`src/hdl/bvcl_pkg.sv`:
```
// ----------------------------------------------------------------------------
// bvcl_pkg
// Types, codes and constants shared by the battery voltage current limiter.
// ----------------------------------------------------------------------------
package bvcl_pkg;

   // restoring divider for the cap step
   localparam int unsigned DIV_W     = 24;
   localparam int unsigned DIV_CNT_W = $clog2(DIV_W);
   localparam int unsigned DIVISOR_W = 13;

   // ceil(2^28 / 125): (x / 8) * IRC_DIV_RECIP >> 28 equals x / 1000 for x < 2^24
   localparam logic [21:0]        IRC_DIV_RECIP = 22'd2147484;

   localparam logic [12:0]        MAX_IRC_MV    = 13'd4400;
   localparam logic               MULTI_FV_ON   = 1'b1;
   localparam logic signed [14:0] STEP_DBL_MA   = 15'sd3200;
   localparam logic [10:0]        IRC_RANGE_1   = 11'd1000;
   localparam logic [10:0]        IRC_RANGE_2   = 11'd2000;
   localparam logic [6:0]         SOC_FULL_PCT  = 7'd100;
   localparam logic               CMD_STOP      = 1'b1;
   localparam logic [1:0]         PHASE_FAST    = 2'd1;
   localparam logic [1:0]         PHASE_TAPER   = 2'd2;

   // register reset values
   localparam logic [12:0] RST_VBAT_LIMIT = 13'd8191;
   localparam logic [12:0] RST_VBAT_CLEAR = 13'd0;
   localparam logic [13:0] RST_IBAT_RATED = 14'd16383;
   localparam logic [13:0] RST_IBAT_MARGIN = 14'd0;
   localparam logic [13:0] RST_CV_RATED   = 14'd16383;
   localparam logic [11:0] RST_STEP       = 12'd100;
   localparam logic [12:0] RST_FV_CC      = 13'd4450;
   localparam logic [12:0] RST_FV_CV      = 13'd4430;

   typedef enum logic [2:0] {
      CSR_VBAT_LIMIT  = 3'd0,
      CSR_VBAT_CLEAR  = 3'd1,
      CSR_IBAT_RATED  = 3'd2,
      CSR_IBAT_MARGIN = 3'd3,
      CSR_CV_RATED    = 3'd4,
      CSR_STEP        = 3'd5,
      CSR_FV_CC       = 3'd6,
      CSR_FV_CV       = 3'd7
   } csr_index_type;

   typedef enum logic [1:0] {
      VOTE_NONE    = 2'd0,
      VOTE_SET     = 2'd1,
      VOTE_RELEASE = 2'd2
   } vote_op_type;

   typedef enum logic [2:0] {
      STAT_NODATA    = 3'd0,
      STAT_UNDERV    = 3'd1,
      STAT_UNDERRATE = 3'd2,
      STAT_TAPER     = 3'd3,
      STAT_REDUCED   = 3'd4,
      STAT_STOPPED   = 3'd5
   } status_type;

   typedef enum logic [2:0] {
      ST_IDLE,
      ST_MUL,
      ST_COMP,
      ST_IRDIV,
      ST_EVAL,
      ST_STEPDIV,
      ST_DONE
   } state_type;

   typedef struct packed {
      logic                 start;
      logic [DIV_W-1:0]     dividend;
      logic [DIVISOR_W-1:0] divisor;
   } div_req_type;

   typedef struct packed {
      logic                 done;
      logic [DIV_W-1:0]     quot;
      logic [DIVISOR_W-1:0] rem;
   } div_rsp_type;

endpackage

```
`src/hdl/bvcl_div.sv`:
```
// ----------------------------------------------------------------------------
// bvcl_div
// Restoring divider, one quotient bit per cycle, used for the cap-step
// quantisation.
// ----------------------------------------------------------------------------
module bvcl_div (
   input  logic                 clock,
   input  logic                 reset,
   input  bvcl_pkg::div_req_type div_req,
   output bvcl_pkg::div_rsp_type div_rsp
);

   logic                             busy_ff, busy_in;
   logic                             done_ff, done_in;
   logic [bvcl_pkg::DIV_CNT_W-1:0]   cnt_ff, cnt_in;
   logic [bvcl_pkg::DIV_W-1:0]       q_ff, q_in;
   logic [bvcl_pkg::DIVISOR_W-1:0]   r_ff, r_in;
   logic [bvcl_pkg::DIVISOR_W-1:0]   dvs_ff, dvs_in;
   logic [bvcl_pkg::DIVISOR_W:0]     trial;
   logic                             ge;

   always_comb begin
      trial   = {r_ff, q_ff[bvcl_pkg::DIV_W-1]};
      ge      = trial >= {1'b0, dvs_ff};
      busy_in = busy_ff;
      done_in = 1'b0;
      cnt_in  = cnt_ff;
      q_in    = q_ff;
      r_in    = r_ff;
      dvs_in  = dvs_ff;
      if (div_req.start) begin
         busy_in = 1'b1;
         cnt_in  = bvcl_pkg::DIV_CNT_W'(bvcl_pkg::DIV_W - 1);
         q_in    = div_req.dividend;
         r_in    = '0;
         dvs_in  = div_req.divisor;
      end else if (busy_ff) begin
         q_in = {q_ff[bvcl_pkg::DIV_W-2:0], ge};
         r_in = ge ? bvcl_pkg::DIVISOR_W'(trial - {1'b0, dvs_ff})
                   : trial[bvcl_pkg::DIVISOR_W-1:0];
         if (cnt_ff == '0) begin
            busy_in = 1'b0;
            done_in = 1'b1;
         end else begin
            cnt_in = cnt_ff - 1'b1;
         end
      end
   end

   always_ff @(posedge clock) begin
      if (reset) begin
         busy_ff <= 1'b0;
         done_ff <= 1'b0;
      end else begin
         busy_ff <= busy_in;
         done_ff <= done_in;
      end
      cnt_ff <= cnt_in;
      q_ff   <= q_in;
      r_ff   <= r_in;
      dvs_ff <= dvs_in;
   end

   assign div_rsp.done = done_ff;
   assign div_rsp.quot = q_ff;
   assign div_rsp.rem  = r_ff;

endmodule

```
`src/hdl/battery_voltage_current_limiter.sv`:
```
// ----------------------------------------------------------------------------
// battery_voltage_current_limiter
// Charger poll evaluation: IR-drop compensation, C-rate checks, quantised
// current cap reduction and CC/CV float voltage selection.
// ----------------------------------------------------------------------------
// One item in flight at a time; req_ready is high only while the sequencer is
// idle. A stop, no-data or plain poll item goes through the multiply, compare,
// evaluate and done states before rsp_valid rises. IR compensation adds the
// IR-divide state (product / 1000 by reciprocal multiplication), and a cap
// reduction with a nonzero step that does not bottom out at zero adds a pass
// through the radix-2 divider (remainder by the step). A finished result sits
// in the rsp register while the next item is accepted; a result still waiting
// there holds the sequencer.
// ----------------------------------------------------------------------------
module battery_voltage_current_limiter (
   input  logic        clock,
   input  logic        reset,
   // configuration
   input  logic        csr_valid,
   output logic        csr_ready,
   input  logic [2:0]  csr_index,
   input  logic [13:0] csr_wdata,
   // request
   input  logic        req_valid,
   output logic        req_ready,
   input  logic        req_cmd,
   input  logic        req_sample_valid,
   input  logic [12:0] req_vbat_mv,
   input  logic [13:0] req_icap_ma,
   input  logic signed [14:0] req_ibat_ma,
   input  logic [1:0]  req_charge_phase,
   input  logic [6:0]  req_soc_pct,
   input  logic        req_charger_weak,
   input  logic        req_irc_on,
   input  logic [10:0] req_irc_code,
   input  logic [12:0] req_profile_fv_mv,
   // response
   output logic        rsp_valid,
   input  logic        rsp_ready,
   output logic [1:0]  rsp_vote_op,
   output logic [13:0] rsp_vote_ma,
   output logic        rsp_fv_write,
   output logic [12:0] rsp_fv_mv,
   output logic [2:0]  rsp_status
);

   // configuration registers
   logic [12:0] vbat_limit_ff, vbat_clear_ff, fv_cc_ff, fv_cv_ff;
   logic [13:0] ibat_rated_ff, ibat_margin_ff, cv_rated_ff;
   logic [11:0] step_ff;

   assign csr_ready = 1'b1;

   always_ff @(posedge clock) begin
      if (reset) begin
         vbat_limit_ff  <= bvcl_pkg::RST_VBAT_LIMIT;
         vbat_clear_ff  <= bvcl_pkg::RST_VBAT_CLEAR;
         ibat_rated_ff  <= bvcl_pkg::RST_IBAT_RATED;
         ibat_margin_ff <= bvcl_pkg::RST_IBAT_MARGIN;
         cv_rated_ff    <= bvcl_pkg::RST_CV_RATED;
         step_ff        <= bvcl_pkg::RST_STEP;
         fv_cc_ff       <= bvcl_pkg::RST_FV_CC;
         fv_cv_ff       <= bvcl_pkg::RST_FV_CV;
      end else if (csr_valid) begin
         unique case (bvcl_pkg::csr_index_type'(csr_index))
            bvcl_pkg::CSR_VBAT_LIMIT:  vbat_limit_ff  <= csr_wdata[12:0];
            bvcl_pkg::CSR_VBAT_CLEAR:  vbat_clear_ff  <= csr_wdata[12:0];
            bvcl_pkg::CSR_IBAT_RATED:  ibat_rated_ff  <= csr_wdata;
            bvcl_pkg::CSR_IBAT_MARGIN: ibat_margin_ff <= csr_wdata;
            bvcl_pkg::CSR_CV_RATED:    cv_rated_ff    <= csr_wdata;
            bvcl_pkg::CSR_STEP:        step_ff        <= csr_wdata[11:0];
            bvcl_pkg::CSR_FV_CC:       fv_cc_ff       <= csr_wdata[12:0];
            default:                   fv_cv_ff       <= csr_wdata[12:0];
         endcase
      end
   end

   // captured item
   logic              cmd_ff, sval_ff, weak_ff, irc_on_ff;
   logic [12:0]       vbat_ff, profile_ff;
   logic [13:0]       icap_ff;
   logic signed [14:0] ibat_ff;
   logic [1:0]        phase_ff;
   logic [6:0]        soc_ff;
   logic [10:0]       code_ff;

   logic req_take;
   assign req_take = req_valid && req_ready;

   always_ff @(posedge clock) begin
      if (req_take) begin
         cmd_ff     <= req_cmd;
         sval_ff    <= req_sample_valid;
         vbat_ff    <= req_vbat_mv;
         icap_ff    <= req_icap_ma;
         ibat_ff    <= req_ibat_ma;
         phase_ff   <= req_charge_phase;
         soc_ff     <= req_soc_pct;
         weak_ff    <= req_charger_weak;
         irc_on_ff  <= req_irc_on;
         code_ff    <= req_irc_code;
         profile_ff <= req_profile_fv_mv;
      end
   end

   // sequencer and datapath
   bvcl_pkg::state_type   state_ff, state_in;
   bvcl_pkg::div_req_type div_req;
   bvcl_pkg::div_rsp_type div_rsp;

   logic                held_ff, held_in;
   logic signed [25:0]  prod_ff, prod_in;
   logic                apply_ff, apply_in;
   logic signed [15:0]  irq_ff, irq_in;
   logic [13:0]         irq_mag_ff, irq_mag_in;
   logic [13:0]         d_ff, d_in;
   logic                neg_ff, neg_in;
   logic [1:0]          res_op_ff, res_op_in;
   logic [13:0]         res_ma_ff, res_ma_in;
   logic                res_fvw_ff, res_fvw_in;
   logic [12:0]         res_fv_ff, res_fv_in;
   logic [2:0]          res_st_ff, res_st_in;
   logic                rsp_valid_ff, rsp_valid_in, rsp_load;

   // combinational helpers
   logic [9:0]          res_mohm;
   logic                irc_full;
   logic [25:0]         prod_mag;
   logic [42:0]         irc_recip;
   logic signed [15:0]  virc;
   logic signed [14:0]  rate_lim;
   logic [12:0]         step_eff;
   logic                soc_full;
   logic                fv_apply, want_cv;
   logic [12:0]         fv_target;

   always_comb begin
      if (code_ff >= bvcl_pkg::IRC_RANGE_2) begin
         res_mohm = 10'(code_ff - bvcl_pkg::IRC_RANGE_2);
      end else if (code_ff >= bvcl_pkg::IRC_RANGE_1) begin
         res_mohm = 10'(code_ff - bvcl_pkg::IRC_RANGE_1);
      end else begin
         res_mohm = code_ff[9:0];
      end
   end

   assign irc_full = code_ff >= bvcl_pkg::IRC_RANGE_1;
   assign prod_mag = prod_ff[25] ? 26'(-prod_ff) : 26'(prod_ff);
   // |product| / 1000 taken as (|product| / 8) / 125, quotient in bits 41:28
   assign irc_recip = prod_mag[23:3] * bvcl_pkg::IRC_DIV_RECIP;
   assign virc     = $signed({3'b000, vbat_ff}) - irq_ff;
   assign rate_lim = $signed({1'b0, ibat_rated_ff}) - $signed({1'b0, ibat_margin_ff});
   assign step_eff = (ibat_ff > bvcl_pkg::STEP_DBL_MA) ? {step_ff, 1'b0} : {1'b0, step_ff};
   assign soc_full = soc_ff >= bvcl_pkg::SOC_FULL_PCT;
   assign fv_target = (want_cv || weak_ff) ? fv_cv_ff : fv_cc_ff;

   always_comb begin
      state_in   = state_ff;
      held_in    = held_ff;
      prod_in    = prod_ff;
      apply_in   = apply_ff;
      irq_in     = irq_ff;
      irq_mag_in = irq_mag_ff;
      d_in       = d_ff;
      neg_in     = neg_ff;
      res_op_in  = res_op_ff;
      res_ma_in  = res_ma_ff;
      res_fvw_in = res_fvw_ff;
      res_fv_in  = res_fv_ff;
      res_st_in  = res_st_ff;
      fv_apply   = 1'b0;
      want_cv    = 1'b0;
      rsp_load   = 1'b0;
      div_req    = '0;

      unique case (state_ff)
         bvcl_pkg::ST_IDLE: begin
            if (req_take) begin
               state_in = bvcl_pkg::ST_MUL;
            end
         end

         bvcl_pkg::ST_MUL: begin
            prod_in  = ibat_ff * $signed({1'b0, res_mohm});
            apply_in = (cmd_ff != bvcl_pkg::CMD_STOP) && sval_ff && irc_on_ff
                       && (phase_ff == bvcl_pkg::PHASE_FAST) && (res_mohm != '0)
                       && (vbat_ff <= bvcl_pkg::MAX_IRC_MV)
                       && (irc_full || !(ibat_ff < $signed({1'b0, ibat_rated_ff})));
            state_in = bvcl_pkg::ST_COMP;
         end

         bvcl_pkg::ST_COMP: begin
            neg_in = prod_ff[25];
            if (apply_ff) begin
               irq_mag_in = irc_recip[41:28];
               state_in   = bvcl_pkg::ST_IRDIV;
            end else begin
               irq_in   = '0;
               state_in = bvcl_pkg::ST_EVAL;
            end
         end

         bvcl_pkg::ST_IRDIV: begin
            irq_in   = neg_ff ? -$signed({2'b00, irq_mag_ff})
                              :  $signed({2'b00, irq_mag_ff});
            state_in = bvcl_pkg::ST_EVAL;
         end

         bvcl_pkg::ST_EVAL: begin
            res_op_in = bvcl_pkg::VOTE_NONE;
            res_ma_in = '0;
            state_in  = bvcl_pkg::ST_DONE;
            if (cmd_ff == bvcl_pkg::CMD_STOP) begin
               res_op_in = bvcl_pkg::VOTE_RELEASE;
               held_in   = 1'b0;
               fv_apply  = 1'b1;
               res_st_in = bvcl_pkg::STAT_STOPPED;
            end else if (!sval_ff) begin
               fv_apply  = soc_full;
               want_cv   = 1'b1;
               res_st_in = bvcl_pkg::STAT_NODATA;
            end else if (virc <= $signed({3'b000, vbat_limit_ff})) begin
               if (held_ff && (virc <= $signed({3'b000, vbat_clear_ff}))) begin
                  res_op_in = bvcl_pkg::VOTE_RELEASE;
                  held_in   = 1'b0;
               end
               fv_apply  = soc_full;
               want_cv   = 1'b1;
               res_st_in = bvcl_pkg::STAT_UNDERV;
            end else if ((phase_ff != bvcl_pkg::PHASE_TAPER)
                         && ($signed({1'b0, icap_ff}) <= rate_lim)) begin
               fv_apply  = soc_full;
               want_cv   = 1'b1;
               res_st_in = bvcl_pkg::STAT_UNDERRATE;
            end else if ((phase_ff == bvcl_pkg::PHASE_TAPER) && (icap_ff <= cv_rated_ff)) begin
               fv_apply  = 1'b1;
               want_cv   = 1'b1;
               res_st_in = bvcl_pkg::STAT_TAPER;
            end else begin
               res_op_in = bvcl_pkg::VOTE_SET;
               held_in   = 1'b1;
               fv_apply  = 1'b1;
               want_cv   = soc_full;
               res_st_in = bvcl_pkg::STAT_REDUCED;
               if (step_eff == '0) begin
                  res_ma_in = icap_ff;
               end else if (icap_ff < {1'b0, step_eff}) begin
                  res_ma_in = '0;
               end else begin
                  // quantise: (icap - step) rounded down to a multiple of step
                  d_in             = icap_ff - {1'b0, step_eff};
                  div_req.start    = 1'b1;
                  div_req.dividend = bvcl_pkg::DIV_W'(icap_ff - {1'b0, step_eff});
                  div_req.divisor  = step_eff;
                  state_in         = bvcl_pkg::ST_STEPDIV;
               end
            end
            res_fvw_in = bvcl_pkg::MULTI_FV_ON && fv_apply && (profile_ff != '0)
                         && (profile_ff != fv_target);
            res_fv_in  = res_fvw_in ? fv_target : '0;
         end

         bvcl_pkg::ST_STEPDIV: begin
            if (div_rsp.done) begin
               res_ma_in = d_ff - {1'b0, div_rsp.rem};
               state_in  = bvcl_pkg::ST_DONE;
            end
         end

         bvcl_pkg::ST_DONE: begin
            if (!rsp_valid_ff || rsp_ready) begin
               rsp_load = 1'b1;
               state_in = bvcl_pkg::ST_IDLE;
            end
         end

         default: begin
            state_in = bvcl_pkg::ST_IDLE;
         end
      endcase
   end

   always_comb begin
      rsp_valid_in = rsp_valid_ff;
      if (rsp_load) begin
         rsp_valid_in = 1'b1;
      end else if (rsp_ready) begin
         rsp_valid_in = 1'b0;
      end
   end

   always_ff @(posedge clock) begin
      if (reset) begin
         state_ff     <= bvcl_pkg::ST_IDLE;
         held_ff      <= 1'b0;
         rsp_valid_ff <= 1'b0;
      end else begin
         state_ff     <= state_in;
         held_ff      <= held_in;
         rsp_valid_ff <= rsp_valid_in;
      end
   end

   always_ff @(posedge clock) begin
      prod_ff    <= prod_in;
      apply_ff   <= apply_in;
      irq_ff     <= irq_in;
      irq_mag_ff <= irq_mag_in;
      d_ff       <= d_in;
      neg_ff     <= neg_in;
      res_op_ff  <= res_op_in;
      res_ma_ff  <= res_ma_in;
      res_fvw_ff <= res_fvw_in;
      res_fv_ff  <= res_fv_in;
      res_st_ff  <= res_st_in;
   end

   // output item register
   always_ff @(posedge clock) begin
      if (rsp_load) begin
         rsp_vote_op  <= res_op_ff;
         rsp_vote_ma  <= res_ma_ff;
         rsp_fv_write <= res_fvw_ff;
         rsp_fv_mv    <= res_fv_ff;
         rsp_status   <= res_st_ff;
      end
   end

   assign rsp_valid = rsp_valid_ff;
   assign req_ready = (state_ff == bvcl_pkg::ST_IDLE);

   bvcl_div u_div (
      .clock   (clock),
      .reset   (reset),
      .div_req (div_req),
      .div_rsp (div_rsp)
   );

endmodule

```
`config.mk`:
```
export PLATFORM = sky130hd
export DESIGN_NAME = battery_voltage_current_limiter
export DESIGN_NICKNAME = d
export VERILOG_FILES = /design/src/hdl/bvcl_pkg.sv /design/src/hdl/bvcl_div.sv /design/src/hdl/battery_voltage_current_limiter.sv
export SDC_FILE = /design/constraint.sdc
export NUM_CORES = 2
export LEC_CHECK = 0
export BUFFER_PORTS_ARGS = -buffer_cell sky130_fd_sc_hd__buf_4
export CAP_MARGIN = 0
export CORE_UTILIZATION = 45
export DETAILED_ROUTE_END_ITERATION = 16
export GPL_ROUTABILITY_DRIVEN = 0
export PLACE_DENSITY = 0.75
export SLEW_MARGIN = 10
export SYNTH_ARGS = -nofsm -noshare
export SYNTH_HDL_FRONTEND = slang
export SYNTH_SLANG_ARGS = --single-unit
```
`constraint.sdc`:
```
create_clock -name clock -period 9.1 [get_ports clock]
set_input_delay 0.91 -clock clock [delete_from_list [all_inputs] [get_ports clock]]
set_output_delay 0.91 -clock clock [all_outputs]
set_load 0.02 [all_outputs]
```
## Yosys cells after proc, flatten, opt, wreduce, memory -nomap -nowiden

Cells that the tools add are included.

| cells by class | value |
|---|---|
| $add $sub $neg | 11 |
| $mul | 2 |
| div/mod/pow operators | 0 |
| magnitude comparators | 12 |
| equality and inequality tests | 23 |
| shifts and indexed selects | 0 |
| muxes and demuxes | 73 |
| bitwise logic cells | 11 |
| reductions and logical operators | 48 |

Operator list:

| operator | number |
|---|---|
| $mux W38 | 8 |
| $mux W14 | 7 |
| $mux W24 | 3 |
| $mul A21 B20 Y40 const B | 1 |
| $mux W13 | 3 |
| $le A16 B14 Y1 | 2 |
| $mux W16 | 2 |
| $pmux W16 S2 | 1 |
| $pmux W14 S2 | 1 |
| $sub A14 B13 Y14 | 2 |
| $mux W1 | 27 |
| $mul A15 B11 Y26 | 1 |
| $mux W3 | 8 |
| $neg A24 Y24 | 1 |
| $reduce_and A2 Y1 | 12 |
| $pmux W3 S7 | 1 |
| $mux W10 | 2 |
| $mux W2 | 10 |
| $sub A10 B10 Y10 const B | 2 |
| $eq A3 B3 Y1 const B | 6 |
| $neg A14 Y16 | 1 |
| $sub A14 B16 Y16 | 1 |
| $gt A15 B13 Y1 const B | 1 |
| $le A15 B15 Y1 | 1 |
| other kinds (38) | 76 |

| word-level totals | value |
|---|---|
| bits in registers | 385 |
| bits in latches | 0 |
| bits in writable memories | 0 |
| memory bits (read-only) | 0 |
| bits of input ports | 101 |
| word-level logic and storage cells | 226 |
| memories kept | 0 |

## Depth between registers and ports, before layout

| logic depth | value |
|---|---|
| depth after elaboration | 12 |
| gate-level depth with buffers | 30 |
| mapped depth without buffers | 30 |

## By module

A second synthesis with hierarchy kept.

| second synthesis, totals | value |
|---|---|
| cell total of the unflattened synthesis | 3145 |
| area, all modules | 30888.4 um^2 |

Modules (own cells, without submodules):

| module | times used | cells each | area each (um^2) | sequential area each (um^2) |
|---|---|---|---|---|
| battery_voltage_current_limiter | 1 | 2890 | 27978.1 | 8648.3 |
| bvcl_div | 1 | 255 | 2910.3 | 1511.4 |

## Least setup slack after synthesis

OpenSTA, ideal clock, no wires.

| timing path | value |
|---|---|
| kind | reg-to-reg |
| start | register prod_ff[3] |
| end | register irq_mag_ff[8], data pin |
| arrival time | 8.408 ns |
| slack | 0.434 ns |
| stages on the path, launching flop included | 29 |
| buffers on the path | 0 |
| path through | edfxtp_1 or4_4 nor4_2 or3b_1 or4_4 or4_4 or4_4 or3_4 and2_1 xor2_1 ha_1 inv_1 fa_1 inv_1 fa_1 fa_1 fa_1 ha_1 ha_1 a2111oi_0 nand3_1 a21oi_1 a211oi_1 o21ai_0 a21oi_1 or2_2 a21o_1 a21oi_1 xnor2_1 |

| between the ends | value |
|---|---|
| word-level cells in the longest chain between the ends | 3 |

RTL lines:

| element | line | source |
|---|---|---|
| start, declared | battery_voltage_current_limiter.sv:112 | `logic signed [25:0] prod_ff, prod_in;` |
| start signal, assigned | battery_voltage_current_limiter.sv:305 | `prod_ff <= prod_in;` |
| $neg A24 Y24 | battery_voltage_current_limiter.sv:148 | `assign prod_mag = prod_ff[25] ? 26'(-prod_ff) : 26'(prod_ff);` |
| $mux W24 (*) | battery_voltage_current_limiter.sv:148 |  |
| $mul A21 B20 Y40 (*) | battery_voltage_current_limiter.sv:150 | `assign irc_recip = prod_mag[23:3] * bvcl_pkg::IRC_DIV_RECIP;` |
| net irc_recip[36] | battery_voltage_current_limiter.sv:129 | `logic [42:0] irc_recip;` |
| end signal, assigned | battery_voltage_current_limiter.sv:308 | `irq_mag_ff <= irq_mag_in;` |
| end, declared | battery_voltage_current_limiter.sv:115 | `logic [13:0] irq_mag_ff, irq_mag_in;` |

The timed path passes the listed nets; every way through them passes the cells marked *.
A chain may end at the register's enable or synchronous reset.

## Worst setup path in the final report

| timing path | value |
|---|---|
| start | register prod_ff[1] |
| end | register irq_mag_ff[8], data pin |

| between the ends | value |
|---|---|
| word-level cells in the longest chain between the ends | 3 |

RTL lines:

| element | line |
|---|---|
| $neg A24 Y24 | battery_voltage_current_limiter.sv:148 |
| $mux W24 | battery_voltage_current_limiter.sv:148 |
| $mul A21 B20 Y40 | battery_voltage_current_limiter.sv:150 |
| net irc_recip[36] | battery_voltage_current_limiter.sv:129 |

The timed path passes the listed nets, and every way through them passes these cells.

==> impl_metrics.yaml <==
floorplanning:
  core-area_um2: 67400
  ioPinCount: 137
  num_rows: 95
  die_h_um: 263
  die_area_um2: 69300
  start_util_pct: 45.6
  fp.dieW_um: 263
final_layout:
  diodes: 0
  drive_gt1_share_pct: 8.70
  fillers: 5951
  fin_nets: 3980
  final_util_pct: 50.9
  design_area_um2: 34300
  areaGrowthSynthToFinish_pct: 11.8
synth:
  ys_seq_area_share_pct: 33.1
  ys_types: 78
  syn_avg_cell_area_um2: 9.72
  synth_fp_nets: 3860
  synth-simple-area-share_pct: 12.5
  synth-edff-count: 251
  synthTopCellsByArea: "edfxtp_1 25%, fa_1 15%, ha_1 15%"
  synth-xor-area-share_pct: 4.56
  synth_compound_area_share_pct: 10.5
  synthArstFlopShare_pct: 0
  synth.most_common_cell: "inv_1"
  synth_top_family_by_area: "adder cells"
  yosys.area.top_type: "edfxtp_1"
  syn_inst: 3159
  ys_ff_latch: 382
  yosysWarnings: 0
  syn-cell-area_um2: 30700
  synth_common_cells: "575 x inv_1, 367 x ha_1, 364 x nand2_1"
  yosys.area.top_type_share_pct: 24.5
  synthMuxAreaShare_pct: 0.986
  synth_flop_cell: "edfxtp_1"
  synthAdderAreaFrac_pct: 30.1
hold_path:
  hp-start: "res_ma_ff[11]$_DFFE_PP_"
  hp-class: "reg2reg"
placement:
  pre_cts_slack_ns: -0.272
  portBuffers: 133
  hpwl_mm: 56.2
  place_area_um2: 32700
drt:
  wl_per_cell_um: 17.2
  detail_route.vias_per_cell: 5.30
  vias: 22200
  drtAntennaViolNets: 0
  drcViolationCount: 0
  drt-total-wl_mm: 72.0
  drt_first_pass_iters: 6
  detail_route.iter0.violations: 1503
clock_tree:
  clk_pin_slew_ns: 0.06
  cts_root_buf: "clkbuf_16"
  insertion_delay_ns: 0.58
  htree_levels: 2
  cts_tree: "done"
  numCtsBuffers: 41
  clock-sinks: 382
  clockBufferDepth: 3
  cts_hold_buf: 0
setup_path:
  cp_num_buf_inv: 5
  crit_type: "reg2reg"
  crit_path_top_delay_cell: "or4_4"
  worstSetupEndpointType: "flop"
  r2r_slack_ns: 0.26
  startpoint_type: "flop"
  path_delay_family: "simple AND/OR/NAND/NOR gates"
  cp.arrival_ns: 9.16
  required_ns: 9.42
  reg2reg_from: "prod_ff[1]$_DFFE_PP_"
  critPathLaunch: "prod_ff[1]$_DFFE_PP_"
  path_max_fanout: 4
  slowest_delay_ns: 0.59
timing:
  drv_slew: 0
  finalCritPeriodShare_pct: 97.1
  fmax_mhz: 113
  hold_violations: 0
  worstMarginPinSlew_ns: 1.14
  setup_viol: 0
  layout_setup_ws_ns: 0.261
  slew_headroom_pct: 23.8
  tns_ns: 0
  clock_skew_ns: 0.0179
  timing.final.crit_period_ns: 8.84
global_route:
  grt_max_degree: 59
  grt_use_total_pct: 21.0
  grt_antenna_before_repair: 1
  overflow: 0
  grt_pass1_wl_mm: 116
  first_global_vias: 22500
status:
  status: "finished, final reports clean"
job:
  maxCapViolCount: 0
area by class of cell:
| class | count | area (um^2) | area share [%] |
|---|---|---|---|
| clock buffer | 58 | 1170 | 3.40 |
| clock inverter | 18 | 303 | 0.882 |
| inverter | 575 | 2160 | 6.29 |
| multi-input combinational | 2102 | 18100 | 52.8 |
| sequential | 382 | 10200 | 29.6 |
| tap | 873 | 1090 | 3.18 |
| timing repair buffer | 177 | 1330 | 3.87 |
worst paths after layout:
kind                               end  cells after the start
min reg2reg  rsp_vote_ma[11]$_DFFE_PP_                      0
max reg2reg    irq_mag_ff[8]$_DFFE_PP_                     30
min          rsp_vote_ma[11]$_DFFE_PP_                      0
max            irq_mag_ff[8]$_DFFE_PP_                     30
worst register-to-register path, delay by kind of cell (launching register included):
family	cells	cell delay (ns)
compound gates	9	1.56
buf+inv	5	0.39
simple gates	8	3.34
flops	1	0.39
xor+xnor	2	0.27
fa+ha+maj	6	2.65
cell families (layout without fill, tap and decap cells):
logic type      count (synthesis)  in the layout
buf+inv                       675            828
compound gates                494            494
xor+xnor                      159            159
flops                         382            382
other cells                     1              1
fa+ha+maj                     600            600
mux                            30             30
simple gates                  818            818
per-layer routing:
metal / GRT usage (%) / part of all wire [%]
met5: 0 / 0.013
met2: 37.0 / 50
met1: 27.1 / 42
met4: 5.31 / 2.1
met3: 2.84 / 5.8
cell usage in the layout (no fill, tap or decap), types with 18 or more instances in the layout:
cell       netlist  final
clkbuf_16        0     42
buf_4            1    177
nor2b_1         39     39
o21a_1          18     18
edfxtp_1       251    251
xor2_1          63     62
inv_1          575    575
nand2b_1        28     28
nor2_1         141    140
xnor2_1         95     95
nand3_1         37     37
o31ai_1         18     18
and2_1          68     67
nor4_1          22     22
a21oi_1        152    148
ha_1           367    365
a21o_1          47     47
nor3_1          35     33
nand4_1         22     22
nand2_1        364    364
o211ai_1        59     59
a211oi_1        24     22
fa_1           233    233
o21ai_0         79     77
dfxtp_1        131    131
mux2i_1         28     28
stage by stage:
step | std cells | hold slack [ns]
floorplan | 3159 | 0.400
global placement | 4105 | 0.402
detailed placement | 4105 | 0.405
CTS | 4181 | 0.418
global route | 4185 | 0.422
finish | 4185 | 0.418
registers in the layout, summed over array words and instances, names as in the netlist, 14 cells and up:
signal and count:
ibat_rated_ff 14, rsp_vote_ma 14, u_div.q_ff 24, ibat_margin_ff 14, icap_ff 14, res_ma_ff 14, ibat_ff 15, irq_mag_ff 14
cv_rated_ff 14, prod_ff 25, d_ff 14, irq_ff 16
timing repair:
item | in CTS | in global routing
cloned | 0 | 0
setup endpoints to repair | 7 | 8
gates resized for setup | 3 | 15
pin swaps | 0 | 10
setup buffers | 0 | 4
Power is left out: the tool's default activity adds up to more than one toggle a clock period on the data nets, which glitch-free logic cannot reach.
